File: src/rtl/core/pbd_pkg.sv
// Shared types and constants of the PackBits decoder core.
package pbd_pkg;

    localparam int BYTE_W      = 8;
    localparam int LANES       = 8;
    localparam int COUNT_W     = 4;
    localparam int STATUS_W    = 2;
    localparam int CAP_W       = 17;
    localparam int TOTAL_W     = 17;
    localparam int QUEUE_DEPTH = 4;
    localparam int TDATA_IN_W  = 8;
    localparam int TDATA_OUT_W = 88;

    localparam logic [1:0] PH_HEADER  = 2'd0;
    localparam logic [1:0] PH_LITERAL = 2'd1;
    localparam logic [1:0] PH_REPEAT  = 2'd2;

    localparam logic [STATUS_W-1:0] STAT_OK       = 2'd0;
    localparam logic [STATUS_W-1:0] STAT_TRUNC    = 2'd1;
    localparam logic [STATUS_W-1:0] STAT_OVERFLOW = 2'd2;

    localparam logic [BYTE_W-1:0] NOOP_HEADER = 8'h80;
    localparam logic [CAP_W-1:0]  CAP_RESET   = 17'h10000;

    // One decoded run or event, queued between front and back.
    typedef struct packed {
        logic [BYTE_W-1:0]   value;
        logic [BYTE_W-1:0]   len;
        logic [STATUS_W-1:0] status;
        logic                eos;
    } t_job;

endpackage

File: src/rtl/core/pbd_front.sv
// Front end: takes compressed bytes, tracks run state and issues decode jobs.
module pbd_front #(
    parameter int MAX_STRIP_BYTES = 65536,
    parameter int POS_W           = 17
) (
    input  logic                       i_clk,
    input  logic                       i_rst_n,
    input  logic                       i_cfg_valid,
    input  logic [pbd_pkg::CAP_W-1:0]  i_cfg_data,
    input  logic                       i_accept,
    input  logic [pbd_pkg::BYTE_W-1:0] i_byte,
    input  logic                       i_last,
    output logic                       o_push,
    output pbd_pkg::t_job              o_job,
    output logic [POS_W-1:0]           o_base
);

    localparam int CW = (POS_W > pbd_pkg::CAP_W) ? POS_W : pbd_pkg::CAP_W;
    localparam logic [CW-1:0] MAX_CAP = CW'(MAX_STRIP_BYTES);

    logic [pbd_pkg::CAP_W-1:0]  r_cap;
    logic [1:0]                 r_phase, n_phase;
    logic [pbd_pkg::BYTE_W-1:0] r_lit_left, n_lit_left;
    logic [pbd_pkg::BYTE_W-1:0] r_rep_len, n_rep_len;
    logic [POS_W-1:0]           r_pos, n_pos;
    logic                       r_ignore, n_ignore;

    logic [CW-1:0]              cap_eff;
    logic [CW:0]                pos_x;
    logic [CW:0]                cap_x;
    logic [pbd_pkg::BYTE_W:0]   hdr_count;
    logic [CW:0]                rep_end;
    logic [pbd_pkg::BYTE_W-1:0] lit_dec;
    logic                       lit_done;
    logic                       finish;

    always_ff @(posedge i_clk) begin
        if (!i_rst_n) begin
            r_cap <= pbd_pkg::CAP_RESET;
        end else if (i_cfg_valid) begin
            r_cap <= i_cfg_data;
        end
    end

    always_comb begin
        cap_eff   = (MAX_CAP < CW'(r_cap)) ? MAX_CAP : CW'(r_cap);
        cap_x     = {1'b0, cap_eff};
        pos_x     = (CW + 1)'(r_pos);
        hdr_count = (i_byte < 8'd128) ? ({1'b0, i_byte} + 9'd1) : (9'd257 - {1'b0, i_byte});
        rep_end   = pos_x + (CW + 1)'(r_rep_len);
        lit_dec   = (r_lit_left != '0) ? (r_lit_left - 8'd1) : r_lit_left;
        lit_done  = (lit_dec == '0);
    end

    always_comb begin
        n_phase    = r_phase;
        n_lit_left = r_lit_left;
        n_rep_len  = r_rep_len;
        n_pos      = r_pos;
        n_ignore   = r_ignore;
        o_push     = 1'b0;
        o_job      = '{value: '0, len: '0, status: pbd_pkg::STAT_OK, eos: 1'b1};
        o_base     = r_pos;
        finish     = 1'b0;
        if (i_accept) begin
            if (r_ignore) begin
                finish = i_last;
            end else begin
                case (r_phase)
                    pbd_pkg::PH_LITERAL: begin
                        o_push       = 1'b1;
                        o_job.value  = i_byte;
                        o_job.len    = 8'd1;
                        n_pos        = r_pos + POS_W'(1);
                        n_lit_left   = lit_dec;
                        if (!lit_done && i_last) begin
                            o_job.status = pbd_pkg::STAT_TRUNC;
                            o_job.eos    = 1'b1;
                        end else begin
                            o_job.eos = lit_done && (i_last || (pos_x + 1'b1 >= cap_x));
                        end
                        if (lit_done) begin
                            n_phase = pbd_pkg::PH_HEADER;
                        end
                        finish = o_job.eos;
                    end
                    pbd_pkg::PH_REPEAT: begin
                        o_push      = 1'b1;
                        o_job.value = i_byte;
                        o_job.len   = r_rep_len;
                        o_job.eos   = i_last || (rep_end >= cap_x);
                        n_pos       = POS_W'(rep_end);
                        n_phase     = pbd_pkg::PH_HEADER;
                        n_rep_len   = '0;
                        finish      = o_job.eos;
                    end
                    default: begin
                        if (pos_x >= cap_x) begin
                            o_push = 1'b1;
                            finish = 1'b1;
                        end else if (i_byte == pbd_pkg::NOOP_HEADER) begin
                            o_push = i_last;
                            finish = i_last;
                        end else if (i_last) begin
                            o_push       = 1'b1;
                            o_job.status = pbd_pkg::STAT_TRUNC;
                            finish       = 1'b1;
                        end else if (pos_x + (CW + 1)'(hdr_count) > cap_x) begin
                            o_push       = 1'b1;
                            o_job.status = pbd_pkg::STAT_OVERFLOW;
                            finish       = 1'b1;
                        end else if (i_byte < 8'd128) begin
                            n_phase    = pbd_pkg::PH_LITERAL;
                            n_lit_left = hdr_count[pbd_pkg::BYTE_W-1:0];
                        end else begin
                            n_phase   = pbd_pkg::PH_REPEAT;
                            n_rep_len = hdr_count[pbd_pkg::BYTE_W-1:0];
                        end
                    end
                endcase
            end
            if (finish) begin
                if (i_last) begin
                    n_phase    = pbd_pkg::PH_HEADER;
                    n_lit_left = '0;
                    n_rep_len  = '0;
                    n_pos      = '0;
                    n_ignore   = 1'b0;
                end else begin
                    n_ignore = 1'b1;
                end
            end
        end
    end

    always_ff @(posedge i_clk) begin
        if (!i_rst_n) begin
            r_phase    <= pbd_pkg::PH_HEADER;
            r_lit_left <= '0;
            r_rep_len  <= '0;
            r_pos      <= '0;
            r_ignore   <= 1'b0;
        end else begin
            r_phase    <= n_phase;
            r_lit_left <= n_lit_left;
            r_rep_len  <= n_rep_len;
            r_pos      <= n_pos;
            r_ignore   <= n_ignore;
        end
    end

endmodule

File: src/rtl/core/pbd_fifo.sv
// Small job queue between the front end and the back end.
module pbd_fifo #(
    parameter int WIDTH = 36
) (
    input  logic             i_clk,
    input  logic             i_rst_n,
    input  logic             i_push,
    input  logic [WIDTH-1:0] i_data,
    input  logic             i_pop,
    output logic [WIDTH-1:0] o_data,
    output logic             o_valid,
    output logic             o_full
);

    localparam int PTR_W = $clog2(pbd_pkg::QUEUE_DEPTH);
    localparam int CNT_W = $clog2(pbd_pkg::QUEUE_DEPTH + 1);

    logic [WIDTH-1:0] r_mem [pbd_pkg::QUEUE_DEPTH];
    logic [PTR_W-1:0] r_wr_ptr;
    logic [PTR_W-1:0] r_rd_ptr;
    logic [CNT_W-1:0] r_count;
    logic             do_push;
    logic             do_pop;

    assign o_valid = (r_count != '0);
    assign o_full  = (r_count == CNT_W'(pbd_pkg::QUEUE_DEPTH));
    assign o_data  = r_mem[r_rd_ptr];
    assign do_push = i_push && !o_full;
    assign do_pop  = i_pop && o_valid;

    always_ff @(posedge i_clk) begin
        if (do_push) begin
            r_mem[r_wr_ptr] <= i_data;
        end
    end

    always_ff @(posedge i_clk) begin
        if (!i_rst_n) begin
            r_wr_ptr <= '0;
            r_rd_ptr <= '0;
            r_count  <= '0;
        end else begin
            if (do_push) begin
                r_wr_ptr <= r_wr_ptr + PTR_W'(1);
            end
            if (do_pop) begin
                r_rd_ptr <= r_rd_ptr + PTR_W'(1);
            end
            case ({do_push, do_pop})
                2'b10:   r_count <= r_count + CNT_W'(1);
                2'b01:   r_count <= r_count - CNT_W'(1);
                default: r_count <= r_count;
            endcase
        end
    end

endmodule

File: src/rtl/core/pbd_back.sv
// Back end: splits queued jobs into lane-wide results and holds the output register.
module pbd_back #(
    parameter int OUT_LANES = 8,
    parameter int POS_W     = 17
) (
    input  logic                            i_clk,
    input  logic                            i_rst_n,
    input  logic                            i_job_valid,
    input  pbd_pkg::t_job                   i_job,
    input  logic [POS_W-1:0]                i_base,
    output logic                            o_pop,
    output logic                            o_valid,
    input  logic                            i_ready,
    output logic [pbd_pkg::BYTE_W-1:0]      o_lanes [pbd_pkg::LANES],
    output logic [pbd_pkg::COUNT_W-1:0]     o_count,
    output logic [pbd_pkg::STATUS_W-1:0]    o_status,
    output logic                            o_eos,
    output logic [pbd_pkg::TOTAL_W-1:0]     o_total
);

    localparam int LANES_EFF = (OUT_LANES < 1) ? 1 :
                               ((OUT_LANES > pbd_pkg::LANES) ? pbd_pkg::LANES : OUT_LANES);
    localparam logic [pbd_pkg::BYTE_W-1:0] CHUNK_MAX = pbd_pkg::BYTE_W'(LANES_EFF);

    logic                         r_busy;
    pbd_pkg::t_job                r_job;
    logic [pbd_pkg::BYTE_W-1:0]   r_left;
    logic [POS_W-1:0]             r_pos;
    logic                         r_out_valid;
    logic [pbd_pkg::BYTE_W-1:0]   r_lanes [pbd_pkg::LANES];
    logic [pbd_pkg::COUNT_W-1:0]  r_count;
    logic [pbd_pkg::STATUS_W-1:0] r_status;
    logic                         r_eos;
    logic [pbd_pkg::TOTAL_W-1:0]  r_total;

    logic [pbd_pkg::BYTE_W-1:0]   chunk;
    logic [pbd_pkg::BYTE_W-1:0]   left_next;
    logic [POS_W-1:0]             pos_next;
    logic                         advance;

    assign o_pop     = !r_busy && i_job_valid;
    assign advance   = r_busy && (!r_out_valid || i_ready);
    assign chunk     = (r_left < CHUNK_MAX) ? r_left : CHUNK_MAX;
    assign left_next = r_left - chunk;
    assign pos_next  = r_pos + POS_W'(chunk);

    always_ff @(posedge i_clk) begin
        if (!i_rst_n) begin
            r_busy      <= 1'b0;
            r_out_valid <= 1'b0;
        end else begin
            if (o_pop) begin
                r_busy <= 1'b1;
            end else if (advance && (left_next == '0)) begin
                r_busy <= 1'b0;
            end
            if (advance) begin
                r_out_valid <= 1'b1;
            end else if (i_ready) begin
                r_out_valid <= 1'b0;
            end
        end
    end

    always_ff @(posedge i_clk) begin
        if (o_pop) begin
            r_job  <= i_job;
            r_left <= i_job.len;
            r_pos  <= i_base;
        end else if (advance) begin
            r_left <= left_next;
            r_pos  <= pos_next;
        end
        if (advance) begin
            for (int j = 0; j < pbd_pkg::LANES; j++) begin
                r_lanes[j] <= (pbd_pkg::BYTE_W'(j) < chunk) ? r_job.value : '0;
            end
            r_count  <= pbd_pkg::COUNT_W'(chunk);
            r_status <= r_job.status;
            r_eos    <= r_job.eos && (left_next == '0);
            r_total  <= pbd_pkg::TOTAL_W'(pos_next);
        end
    end

    assign o_valid  = r_out_valid;
    assign o_lanes  = r_lanes;
    assign o_count  = r_count;
    assign o_status = r_status;
    assign o_eos    = r_eos;
    assign o_total  = r_total;

endmodule

File: src/rtl/core/packbits_rle_decoder_core.sv
// Top level of the PackBits strip decoder core.
// Compressed bytes enter one per item on the slave stream (tlast marks the last byte
// of a strip); decoded bytes leave as up to eight equal or single bytes per item on
// the master stream, with status in tuser and end of strip on tlast. A header byte
// yields no item unless it ends the strip; a literal byte gives one item; a repeat
// run gives one item per eight bytes, up to sixteen for a 128-byte run. The back-end
// splitter takes a new job from the queue only once it is done with the last one and
// then gives its items in turn while the output is free. A four-entry job queue lets
// input continue while a long run drains, so the input side stalls only when the
// queue fills. Capacity is written on the cfg channel and is taken as the smaller
// of it and MAX_STRIP_BYTES; write it only while idle.
module packbits_rle_decoder_core #(
    parameter int MAX_STRIP_BYTES = 65536,
    parameter int OUT_LANES       = 8
) (
    input  logic                            i_clk,
    input  logic                            i_rst_n,
    input  logic                            i_cfg_valid,
    output logic                            o_cfg_ready,
    input  logic [pbd_pkg::CAP_W-1:0]       i_cfg_data,
    input  logic                            i_s_tvalid,
    output logic                            o_s_tready,
    input  logic [pbd_pkg::TDATA_IN_W-1:0]  i_s_tdata,   // [7:0] in_byte
    input  logic                            i_s_tlast,
    output logic                            o_m_tvalid,
    input  logic                            i_m_tready,
    output logic [pbd_pkg::TDATA_OUT_W-1:0] o_m_tdata,   // lane0..lane7, lane_count, produced_total
    output logic [pbd_pkg::STATUS_W-1:0]    o_m_tuser,   // [1:0] status
    output logic                            o_m_tlast
);

    localparam int POS_W = $clog2(MAX_STRIP_BYTES + 1);
    localparam int Q_W   = $bits(pbd_pkg::t_job) + POS_W;

    logic                         accept;
    logic                         push;
    pbd_pkg::t_job                job_in;
    logic [POS_W-1:0]             base_in;
    logic [Q_W-1:0]               q_out;
    logic                         q_valid;
    logic                         q_full;
    logic                         pop;
    pbd_pkg::t_job                job_out;
    logic [POS_W-1:0]             base_out;
    logic [pbd_pkg::BYTE_W-1:0]   lanes [pbd_pkg::LANES];
    logic [pbd_pkg::COUNT_W-1:0]  lane_count;
    logic [pbd_pkg::TOTAL_W-1:0]  total;

    assign o_cfg_ready = 1'b1;
    assign o_s_tready  = !q_full;
    assign accept      = i_s_tvalid && o_s_tready;

    pbd_front #(
        .MAX_STRIP_BYTES (MAX_STRIP_BYTES),
        .POS_W           (POS_W)
    ) u_front (
        .i_clk       (i_clk),
        .i_rst_n     (i_rst_n),
        .i_cfg_valid (i_cfg_valid),
        .i_cfg_data  (i_cfg_data),
        .i_accept    (accept),
        .i_byte      (i_s_tdata[pbd_pkg::BYTE_W-1:0]),
        .i_last      (i_s_tlast),
        .o_push      (push),
        .o_job       (job_in),
        .o_base      (base_in)
    );

    pbd_fifo #(
        .WIDTH (Q_W)
    ) u_fifo (
        .i_clk   (i_clk),
        .i_rst_n (i_rst_n),
        .i_push  (push),
        .i_data  ({base_in, job_in}),
        .i_pop   (pop),
        .o_data  (q_out),
        .o_valid (q_valid),
        .o_full  (q_full)
    );

    assign job_out  = q_out[$bits(pbd_pkg::t_job)-1:0];
    assign base_out = q_out[Q_W-1:$bits(pbd_pkg::t_job)];

    pbd_back #(
        .OUT_LANES (OUT_LANES),
        .POS_W     (POS_W)
    ) u_back (
        .i_clk       (i_clk),
        .i_rst_n     (i_rst_n),
        .i_job_valid (q_valid),
        .i_job       (job_out),
        .i_base      (base_out),
        .o_pop       (pop),
        .o_valid     (o_m_tvalid),
        .i_ready     (i_m_tready),
        .o_lanes     (lanes),
        .o_count     (lane_count),
        .o_status    (o_m_tuser),
        .o_eos       (o_m_tlast),
        .o_total     (total)
    );

    assign o_m_tdata = {3'b000, total, lane_count,
                        lanes[7], lanes[6], lanes[5], lanes[4],
                        lanes[3], lanes[2], lanes[1], lanes[0]};

endmodule

File: config.mk
export PLATFORM = sky130hd
export DESIGN_NAME = packbits_rle_decoder_core
export DESIGN_NICKNAME = d
export VERILOG_FILES = /design/src/rtl/core/pbd_pkg.sv /design/src/rtl/core/pbd_front.sv /design/src/rtl/core/pbd_fifo.sv /design/src/rtl/core/pbd_back.sv /design/src/rtl/core/packbits_rle_decoder_core.sv
export SDC_FILE = /design/constraint.sdc
export NUM_CORES = 1
export LEC_CHECK = 0
export BUFFER_PORTS_ARGS = -buffer_cell sky130_fd_sc_hd__buf_2
export CAP_MARGIN = 20
export CORE_MARGIN = 2
export CORE_UTILIZATION = 50
export CTS_BUF_LIST = sky130_fd_sc_hd__clkbuf_4 sky130_fd_sc_hd__clkbuf_8
export DETAILED_ROUTE_END_ITERATION = 10
export GPL_ROUTABILITY_DRIVEN = 0
export HOLD_SLACK_MARGIN = 0.02
export PLACE_DENSITY = 0.73
export SETUP_SLACK_MARGIN = 0.15
export SLEW_MARGIN = 20
export SYNTH_ARGS = -nofsm -noshare
export SYNTH_HDL_FRONTEND = slang
export SYNTH_SLANG_ARGS = --single-unit
export TNS_END_PERCENT = 10
File: constraint.sdc
create_clock -name i_clk -period 7.8 [get_ports i_clk]
set_clock_uncertainty 0.15 [all_clocks]
set_input_delay 0.39 -clock i_clk [delete_from_list [all_inputs] [get_ports i_clk]]
set_output_delay 0.39 -clock i_clk [all_outputs]
set_load 0.01 [all_outputs]
==> run summary <==
Status: finished, final reports clean
Clk Latency, worst-skew pair: 0.61 ns
Via-per-instance ratio: 5.79
Hold violation count in the final report: 0
Fin worst setup slack: 0.914 ns
GR met1 Demand/Resource: 29.5%
Cells on Worst Hold Path: 3
Transition time at the pin with the least slew margin: 1.14 ns
Grt met2 use: 36.3%
Synth cell types: 80
Mux contribution to synthesized area: 7.38%
Num rows: 67
Required arrival time at the worst endpoint: 8.17 ns
Final Slew Violations: 0
Nets@finish: 1687
Sink count of the clock tree: 332
FF+latch count, synth: 332
Ratio of final minimum period to clock period: 88.3%
Instance area at placement: 18100 sq um
Effective utilization at floorplan: 50.8%
Post-synthesis instance area: 17000 sq um
Die Y-Extent: 189 um
Area fraction in and, or, nand and nor cells after synthesis: 13.1%
Number of buffers created by CTS: 53
Maximum number of pins on one net before global-route repair: 91
Detail Route Antenna Nets: 0
Min-Delay Path Class: input pin to flop
Terminating pin of the worst hold path: u_front.r_ignore
Fraction of final layout cells with drive strength greater than 1: 19.9%
Async set-or-reset flop fraction in the synthesized netlist: 0%
Io pins: 125
Detailed Place HPWL: 27500 um
Via total after detailed routing: 11793
Drt wl/cell: 19.4 um
Most used DFF post-synth: sky130_fd_sc_hd__edfxtp_1
Arr. time, crit path: 7.25 ns
Maximum fanout along the worst path: 8
Gate count after technology mapping: 1385
Power, Total: 5.93 mW
Source of the worst hold timing path: i_rst_n
Post-synthesis xor/xnor area fraction: 4.01%
Fraction of the mapped netlist area in compound gates: 9.66%
Worst-case headroom to the max-slew limit: 23.7%
Clock-pin slew on the worst setup and hold paths: 0.08 ns
Overall fraction of global-route tracks in use: 22.1%
Source of the worst register-to-register timing path: u_front.o_base[0]
Number of flops mapped to enable cells by yosys: 268
Post-synthesis area per instance: 12.3 sq um
Total instance count after detailed placement: 1914
Endpoint of the most critical register-to-register path: u_fifo.r_count[2]
Maximum vdd drop: 197 uV
Synthesis warning total: 0
Remaining routing DRC violations: 0
Met3 capacity usage during global routing: 3.71%
Fin crit period: 6.89 ns
Number of I/O port buffers: 120
Layout Cell Area excl Fill: 19600 sq um
Leading cell type in the layout, fill and taps excluded: sky130_fd_sc_hd__edfxtp_1
Highest-count cells in the layout ignoring fill and taps: 268 x sky130_fd_sc_hd__edfxtp_1, 120 x sky130_fd_sc_hd__buf_2, 108 x sky130_fd_sc_hd__ha_1, 95 x sky130_fd_sc_hd__nor2_1, 90 x sky130_fd_sc_hd__nand2_1
Initial antenna violation count: 0
Core area: 33500 sq um
Total Die Area: 35600 sq um
Setup slack at placement: 0.965 ns
# Max-Cap Violations: 0
Largest family of logic cells by synthesized area: simple AND/OR/NAND/NOR gates
Count of final setup violators: 0
Unrepaired setup endpoints after global routing: no
Buffer depth of the longest clock path: 3
Count of H-tree levels built during CTS: 2
Critical path class: input pin to flop
Critical Path Source Type: input pin
Synth Area in Adders: 8.40%
Critical Path Sink Type: flop
Pwr Density: 303 nW/um^2
Cell Count, Final, Fillers Out: 2037
Hold WS: 0.0892 ns
CTS Root Buffer Type: sky130_fd_sc_hd__clkbuf_8
Register-to-Register Setup Slack: 1.30 ns
Horizontal extent of the die: 189 um
Drt initial violations: 1030
Final-layout setup total negative slack: 0 ns
Path depth of the worst reg2reg path: 23
Highest attainable clock frequency: 145 MHz
Remaining Overflow, GRT: 0
Final WL: 39500 um
Via count of the first global-routing pass: 11602
Cell leakage power: 7.59 nW
DR pass1 iterations: 5
Share of the core filled with cells: 58.3%
Proportion of synthesized chip area in sequential cells: 54.8%
Wire length of the first global-routing pass: 62200 um
Clock tree from TritonCTS: yes
Layout Area Growth over Synthesis: 14.8%
N_diodes: 0
Global route hottest layer: met2
## routing by layer
layer | part of all wire [%] | vias to the layer above
met4 | 3.3 | 0
met3 | 7.2 | 114
li1 | - | 5535
met5 | 0 | -
met1 | 42 | 5642
met2 | 47 | 502
## power by group
part	internal (mW)	switching, mW
logic	0.699	0.903
registers	2.47	0.205
clock network	0.963	0.686
## critical path: stages
cell and delay (ns):
sky130_fd_sc_hd__dlygate4sd3_1 0.54, sky130_fd_sc_hd__buf_2 0.19, sky130_fd_sc_hd__inv_1 0.10, sky130_fd_sc_hd__ha_1 0.32, sky130_fd_sc_hd__mux2_2 0.31, sky130_fd_sc_hd__fa_1 0.44
sky130_fd_sc_hd__a21o_1 0.19, sky130_fd_sc_hd__a21oi_1 0.24, sky130_fd_sc_hd__nor2b_1 0.08, sky130_fd_sc_hd__o21a_1 0.19, sky130_fd_sc_hd__o22a_1 0.23, sky130_fd_sc_hd__a41oi_1 0.44
sky130_fd_sc_hd__nor3_1 0.12, sky130_fd_sc_hd__xor2_1 0.16, sky130_fd_sc_hd__ha_1 0.33, sky130_fd_sc_hd__a21o_1 0.19, sky130_fd_sc_hd__a211o_1 0.29, sky130_fd_sc_hd__a211oi_1 0.21
sky130_fd_sc_hd__a21boi_0 0.22, sky130_fd_sc_hd__o21ai_0 0.25, sky130_fd_sc_hd__a21o_1 0.48, sky130_fd_sc_hd__ha_1 0.28, sky130_fd_sc_hd__inv_1 0.06, sky130_fd_sc_hd__fa_1 0.37
sky130_fd_sc_hd__xor2_1 0.15, sky130_fd_sc_hd__or3_1 0.30, sky130_fd_sc_hd__a21oi_1 0.15
## registers in the layout, summed over array words and instances, names as in the netlist, named ones only
register	flops
u_fifo.r_mem	144
u_back.o_lanes	64
u_back.o_total	17
u_back.r_pos	17
u_front.o_base	17
u_front.r_cap	17
u_back.r_job	11
u_back.r_left	8
u_front.r_lit_left	8
u_front.r_rep_len	8
u_back.o_count	4
u_fifo.r_count	3
u_back.o_status	2
u_fifo.r_rd_ptr	2
u_fifo.r_wr_ptr	2
u_front.r_phase	2
u_back.o_eos	1
u_back.o_valid	1
u_back.r_busy	1
u_front.r_ignore	1
## kinds of logic after synthesis
| group | count (synthesis) |
|---|---|
| simple gates | 430 |
| xor+xnor | 78 |
| buf+inv | 109 |
| mux | 78 |
| fa+ha+maj | 112 |
| compound gates | 244 |
| other cells | 2 |
| flops | 332 |
## cell usage after synthesis (all sizes together) (8+ instances only)
library cell  count  area, sq um
nor2            102          385
nor4             12         75.1
inv              46          173
ha              108         1350
a21oi            66          330
nor3b             8         60.1
dfxtp            64         1280
xor2             37          324
nor3             22          110
a22o              8         70.1
and2             40          250
nand2b           10         62.6
mux2i            21          210
edfxtp          268         8050
nor2b            50          313
clkbuf           45          169
and3             15         93.8
nand3            29          145
a211oi           17          133
o21ai            51          255
mux4             36          811
nand4            18          113
buf              17          111
a21o             10         75.1
nand2            90          338
mux2             21          236
xnor2            41          359
or2              10         62.6
## layout make-up
type / count / area, sq um
well taps: 448 / 561
multi-input cells: 952 / 7330
clock buffers: 79 / 962
clock inverters: 21 / 241
fillers: 2724 / 14000
flip-flops and latches: 332 / 9330
repair buffers: 158 / 961
inverters: 47 / 176
## worst max path at each step
stage | start | endpoint | slack, ns | depth (start not counted)
finish | i_s_tdata[1] | u_fifo.r_count[2] | 0.91 | 27
floorplan | i_s_tdata[2] | u_fifo.r_mem[0][0] | 1.31 | 22
CTS | i_s_tdata[1] | u_fifo.r_count[2] | 1.02 | 27
global placement | i_s_tdata[1] | u_fifo.r_count[2] | 1.22 | 26
detailed placement | i_s_tdata[1] | u_fifo.r_count[2] | 0.96 | 26
global route | i_s_tdata[1] | u_fifo.r_count[2] | 0.56 | 27
## timing repair
item | 4_1_cts | 5_1_grt
buffers inserted | 0 | 0
resized for setup | 0 | 0
hold endpoints to repair | 22 | 0
hold buffers | 22 | 0
(Power assumes the default switching activity.)
